[config.mk]
export PLATFORM = sky130hd
export DESIGN_NAME = isqb_cell
export DESIGN_NICKNAME = d
export VERILOG_FILES = /design/src/hw/rtl/isqb_pkg.sv /design/src/hw/rtl/isqb_cell.sv
export SDC_FILE = /design/constraint.sdc
export NUM_CORES = 1
export LEC_CHECK = 0
export BUFFER_PORTS_ARGS = -buffer_cell sky130_fd_sc_hd__buf_4
export CAP_MARGIN = 20
export CELL_PAD_IN_SITES_DETAIL_PLACEMENT = 0
export CELL_PAD_IN_SITES_GLOBAL_PLACEMENT = 1
export CORE_ASPECT_RATIO = 0.75
export CORE_MARGIN = 5
export CORE_UTILIZATION = 34
export CTS_CLUSTER_SIZE = 16
export DETAILED_ROUTE_END_ITERATION = 10
export GPL_TIMING_DRIVEN = 0
export HOLD_SLACK_MARGIN = 0.02
export PLACE_DENSITY_LB_ADDON = 0.1
export SKIP_LAST_GASP = 1
export SYNTH_ARGS = -nofsm -noshare
export SYNTH_HDL_FRONTEND = slang
export SYNTH_SLANG_ARGS = --single-unit
[constraint.sdc]
create_clock -name clk -period 3 [get_ports clk]
set_clock_uncertainty 0.2 [all_clocks]
set_input_delay 0.15 -clock clk [delete_from_list [all_inputs] [get_ports clk]]
set_output_delay 0.15 -clock clk [all_outputs]
set_load 0.05 [all_outputs]
[src/hw/rtl/isqb_pkg.sv]
package isqb_pkg;

  // Port widths of the radicand and root words
  localparam int RAD_W  = 64;
  localparam int ROOT_W = 32;

  // Datapath width of the radicand; upper bits of the input word are ignored
  localparam int WIDTH = 64;

  // Root bits resolved by the chain (one per cell) and padded radicand width
  localparam int RW = (WIDTH + 1) / 2;
  localparam int PW = 2 * RW;

  // Saturation value of the root: 2^(WIDTH/2) - 1
  localparam logic [RW-1:0] ROOT_TOP = RW'((64'd1 << (WIDTH / 2)) - 64'd1);

  // Data handed from one cell to the next
  typedef struct packed {
    logic [PW-1:0]   rad;   // radicand bits not yet consumed, MSB first
    logic [RW+1:0]   rem;   // running remainder
    logic [RW-1:0]   root;  // root bits resolved so far
  } isqb_cell_t;

endpackage

[src/hw/rtl/isqb_cell.sv]
module isqb_cell (
  input  logic                clk,
  input  logic                rst_n,
  input  logic                adv,
  input  logic                prev_valid,
  input  isqb_pkg::isqb_cell_t prev_data,
  output logic                valid,
  output isqb_pkg::isqb_cell_t data
);
  import isqb_pkg::*;

  logic          valid_r;
  isqb_cell_t    data_r;
  isqb_cell_t    data_nxt;
  logic [RW+1:0] rem_sh;
  logic [RW+1:0] trial;
  logic          take;

  // Resolve one root bit: bring down two radicand bits, try 4*root+1
  always_comb begin
    rem_sh = {prev_data.rem[RW-1:0], prev_data.rad[PW-1:PW-2]};
    trial  = {prev_data.root, 2'b01};
    take   = (rem_sh >= trial);
    data_nxt.rad  = {prev_data.rad[PW-3:0], 2'b00};
    data_nxt.rem  = take ? (rem_sh - trial) : rem_sh;
    data_nxt.root = {prev_data.root[RW-2:0], take};
  end

  // Advance with the whole chain, hold on stall
  always_ff @(posedge clk) begin
    if (!rst_n) begin
      valid_r <= 1'b0;
    end else if (adv) begin
      valid_r <= prev_valid;
    end
  end

  always_ff @(posedge clk) begin
    if (adv) begin
      data_r <= data_nxt;
    end
  end

  assign valid = valid_r;
  assign data  = data_r;

  // Remainder never exceeds twice the partial root
  a_rem_bound: assert property (@(posedge clk) disable iff (!rst_n)
    valid_r |-> (data_r.rem <= (RW+2)'({data_r.root, 1'b0})))
    else $error("cell remainder above twice the partial root");

endmodule

==> flow_metrics.tcl <==
set metrics [dict create \
    synth-seq-cells 129 \
    cts_buffer_depth 2 \
    mappedNetlistArea_um2 6500 \
    portBuffers 260 \
    drive_gt1_share_pct 38.2 \
    synth_area_leader_cell "edfxtp_1" \
    seq_power_share_pct 35.8 \
    setup_ws_ps 154 \
    leakagePower_nw 4.72 \
    total_power_mw 6.25 \
    critPathKind "primary input to flip-flop" \
    synth_top_flop_cell "edfxtp_1" \
    drv_slew 0 \
    die_h_um 130 \
    wl_per_cell_um 16.8 \
    ir_worst_vdd_mv 0.359 \
    reg2reg_slack_ps 1640 \
    relSlewSlack_pct 38.5 \
    synth_area_leaders "edfxtp_1 59%, ha_1 6.5%, mux2_4 6.5%, inv_1 2.4%, a21oi_1 2.4%" \
    power.density_nw_per_um2 583 \
    fmax_ghz 0.351 \
    worst_pin_slew_ps 914 \
    firstDrtPassIters 4 \
    finalSetupViolCount 0 \
    drt_wl_total_mm 19.4 \
    drv_cap 0 \
    swShare_pct 31.9 \
    outcome "completed" \
    num_rows 43 \
    start_util_pct 34.8 \
    nNetsFinal 1065 \
    synth_cell_types 61 \
    syn_area_per_cell_um2 13.4 \
    cts_max_level 4 \
    vias 5403 \
    hold_viol 0 \
    grt_usage_pct 17.1 \
    power_frac_comb_pct 30.1 \
    synthCells 485 \
    viasPerCell 4.67 \
    gp_congestion 0.804 \
    dpl_worst_slack_ps -451 \
    regArea_um2 3860 \
    hold_class "primary input to flip-flop" \
    core_um2 18700 \
    insertion_delay_ps 420 \
    antenna_found_initial 0 \
    drc 0 \
    worstSetupEndpointType "flip-flop" \
    synth_seq_area_share_pct 59.4 \
    fin_crit_sh_pct 94.9 \
    fill_cells 1592 \
    grt_pass1_vias 5490 \
    cts_tree "done" \
    setup.worst_path.start_class "primary input" \
    antenna_left 0 \
    die_w_um 170 \
    p_int_mw 4.26 \
    dp_hpwl_mm 14.1 \
    min_period_ps 2850 \
    io_pins 265 \
    synth-edff-count 128 \
    clk_pin_slew_ps 60 \
    clockPowerShare_pct 34.1 \
    grt_start_max_net_pins 90 \
    p_sw_mw 2.00 \
    die-area_um2 22000 \
    synthArstFlopShare_pct 0 \
    critical_path_peak_fanout 10 \
    cts-root-buf "clkbuf_16" \
    arrival_ps 2810 \
    yosysWarnings 0 \
    cp.required_ps 2970 \
    multi_input_area_um2 2380 \
    synth_top_area_share_pct 59.1 \
    grt_pass1_wl_mm 29.2 \
    rsz0062_at_grt "false" \
    cts_made_buffers 17 \
    antenna_cells 0 \
    clock_sink_count 129 \
    drt-initial-drc-count 288 \
    grt_overflow 0 \
    synthToLayoutAreaGrowth_pct 65.1 \
]
-- final cells by class --
type | instances | share of cell area, %
Clock buffer | 17 | 3.96
Clock inverter | 14 | 1.70
Buffer | 15 | 1.07
Tap cell | 247 | 2.88
Timing Repair Buffer | 392 | 30.7
Multi-Input combinational cell | 298 | 22.2
Inverter | 44 | 1.56
Sequential cell | 129 | 36.0
-- power by group through the flow --
stage | combinational [mW] | sequential (mW) | clock, mW
final | 1.88 | 2.24 | 2.14
after global routing | 1.99 | 2.25 | 2.28
after CTS | 1.89 | 2.24 | 2.20
after detailed placement | 1.74 | 2.28 | 0
after global placement | 1.73 | 2.27 | 0
after floorplan | 0.550 | 2.89 | 0
-- stage by stage --
step	TNS [ps]	utilization (%)	instance area (um^2)	std cells	hold WS, ps
global route	0	57.5	10700	1156	78.6
CTS	0	57.4	10700	1156	48.9
global placement	-13850	47.0	8770	993	129
finish	0	57.5	10700	1156	73.0
floorplan	0	-	6510	486	48.9
detailed placement	-13610	47.1	8800	994	129
-- layer usage --
metal	track usage, %	up-vias	part of all wire (%)
met5	0	-	0
met4	6.11	0	1.7
met3	5.63	20	8.7
met2	26.8	192	46
met1	22.3	2562	44
li1	-	2629	-
-- kinds of logic (layout without fill, tap and decap cells) --
kind of cell	after synthesis	count (layout)	share of synthesized area, %
DFF	129	129	59.4
AOI/OAI and AO/OA	106	106	11.6
and+or+nand+nor	97	97	7.29
buffers and inverters	59	482	4.35
adders and majority gates	34	34	6.54
muxes	31	31	6.93
xor gates and xnor gates	28	28	3.77
other	1	2	0.0577
-- synth_stat cells (3+ instances only) --
library cell / n
inv_1: 42
clkbuf_1: 8
mux2i_1: 3
o211ai_1: 4
a21oi_1: 31
nand3_1: 8
edfxtp_1: 128
mux2_4: 28
o21ai_0: 16
or3_1: 5
o31ai_1: 3
nor3_1: 7
nor2_1: 22
o21bai_1: 6
xor2_1: 12
nor4_1: 3
o21ai_1: 3
ha_1: 34
xnor2_1: 16
buf_12: 3
a21o_1: 11
a211oi_1: 4
nand2_1: 30
nand2b_1: 5
nand4_1: 6
-- critical path: stages --
cell,delay [ps]
buf_4,80
inv_1,40
ha_1,270
buf_2,170
and3_4,200
nand2_2,100
nor2_1,80
nand4_1,100
nor2_1,50
o311a_1,370
a211oi_4,390
o21a_4,260
inv_4,70
buf_12,160
mux2_4,300
-- path summary, 6_finish.rpt --
| path | start | cells past startpoint | to |
|---|---|---|---|
| max | prev_data[24] | 15 | data[58] |
| max reg2reg | valid | 3 | valid |
| min | prev_data[128] | 4 | data[33] |
| min reg2reg | valid | 3 | valid |
-- state kept, by name, indices dropped and copies added, names as in the netlist --
name and cells:
valid 1, data 128
-- cells in the final DEF, fill, tap and decap left out, drive strengths merged, types with 19 or more instances in the layout --
master | Yosys | final
mux2 | 28 | 28
edfxtp | 128 | 128
buf | 7 | 269
dlygate4sd3 | 0 | 130
nand2 | 32 | 32
clkbuf | 8 | 25
nor2 | 22 | 22
o21ai | 19 | 19
ha | 34 | 34
a21oi | 35 | 35
inv | 44 | 47
-- timing repair --
| action | CTS | global route |
|---|---|---|
| hold buffers | 130 | 0 |
| endpoints found under the setup margin | 2 | 30 |
| setup buffers | 1 | 0 |
| resized for setup | 0 | 4 |
| pin swaps | 1 | 0 |
| endpoints found under the hold margin | 167 | 0 |
No activity file was read; power rests on OpenSTA's default activity.
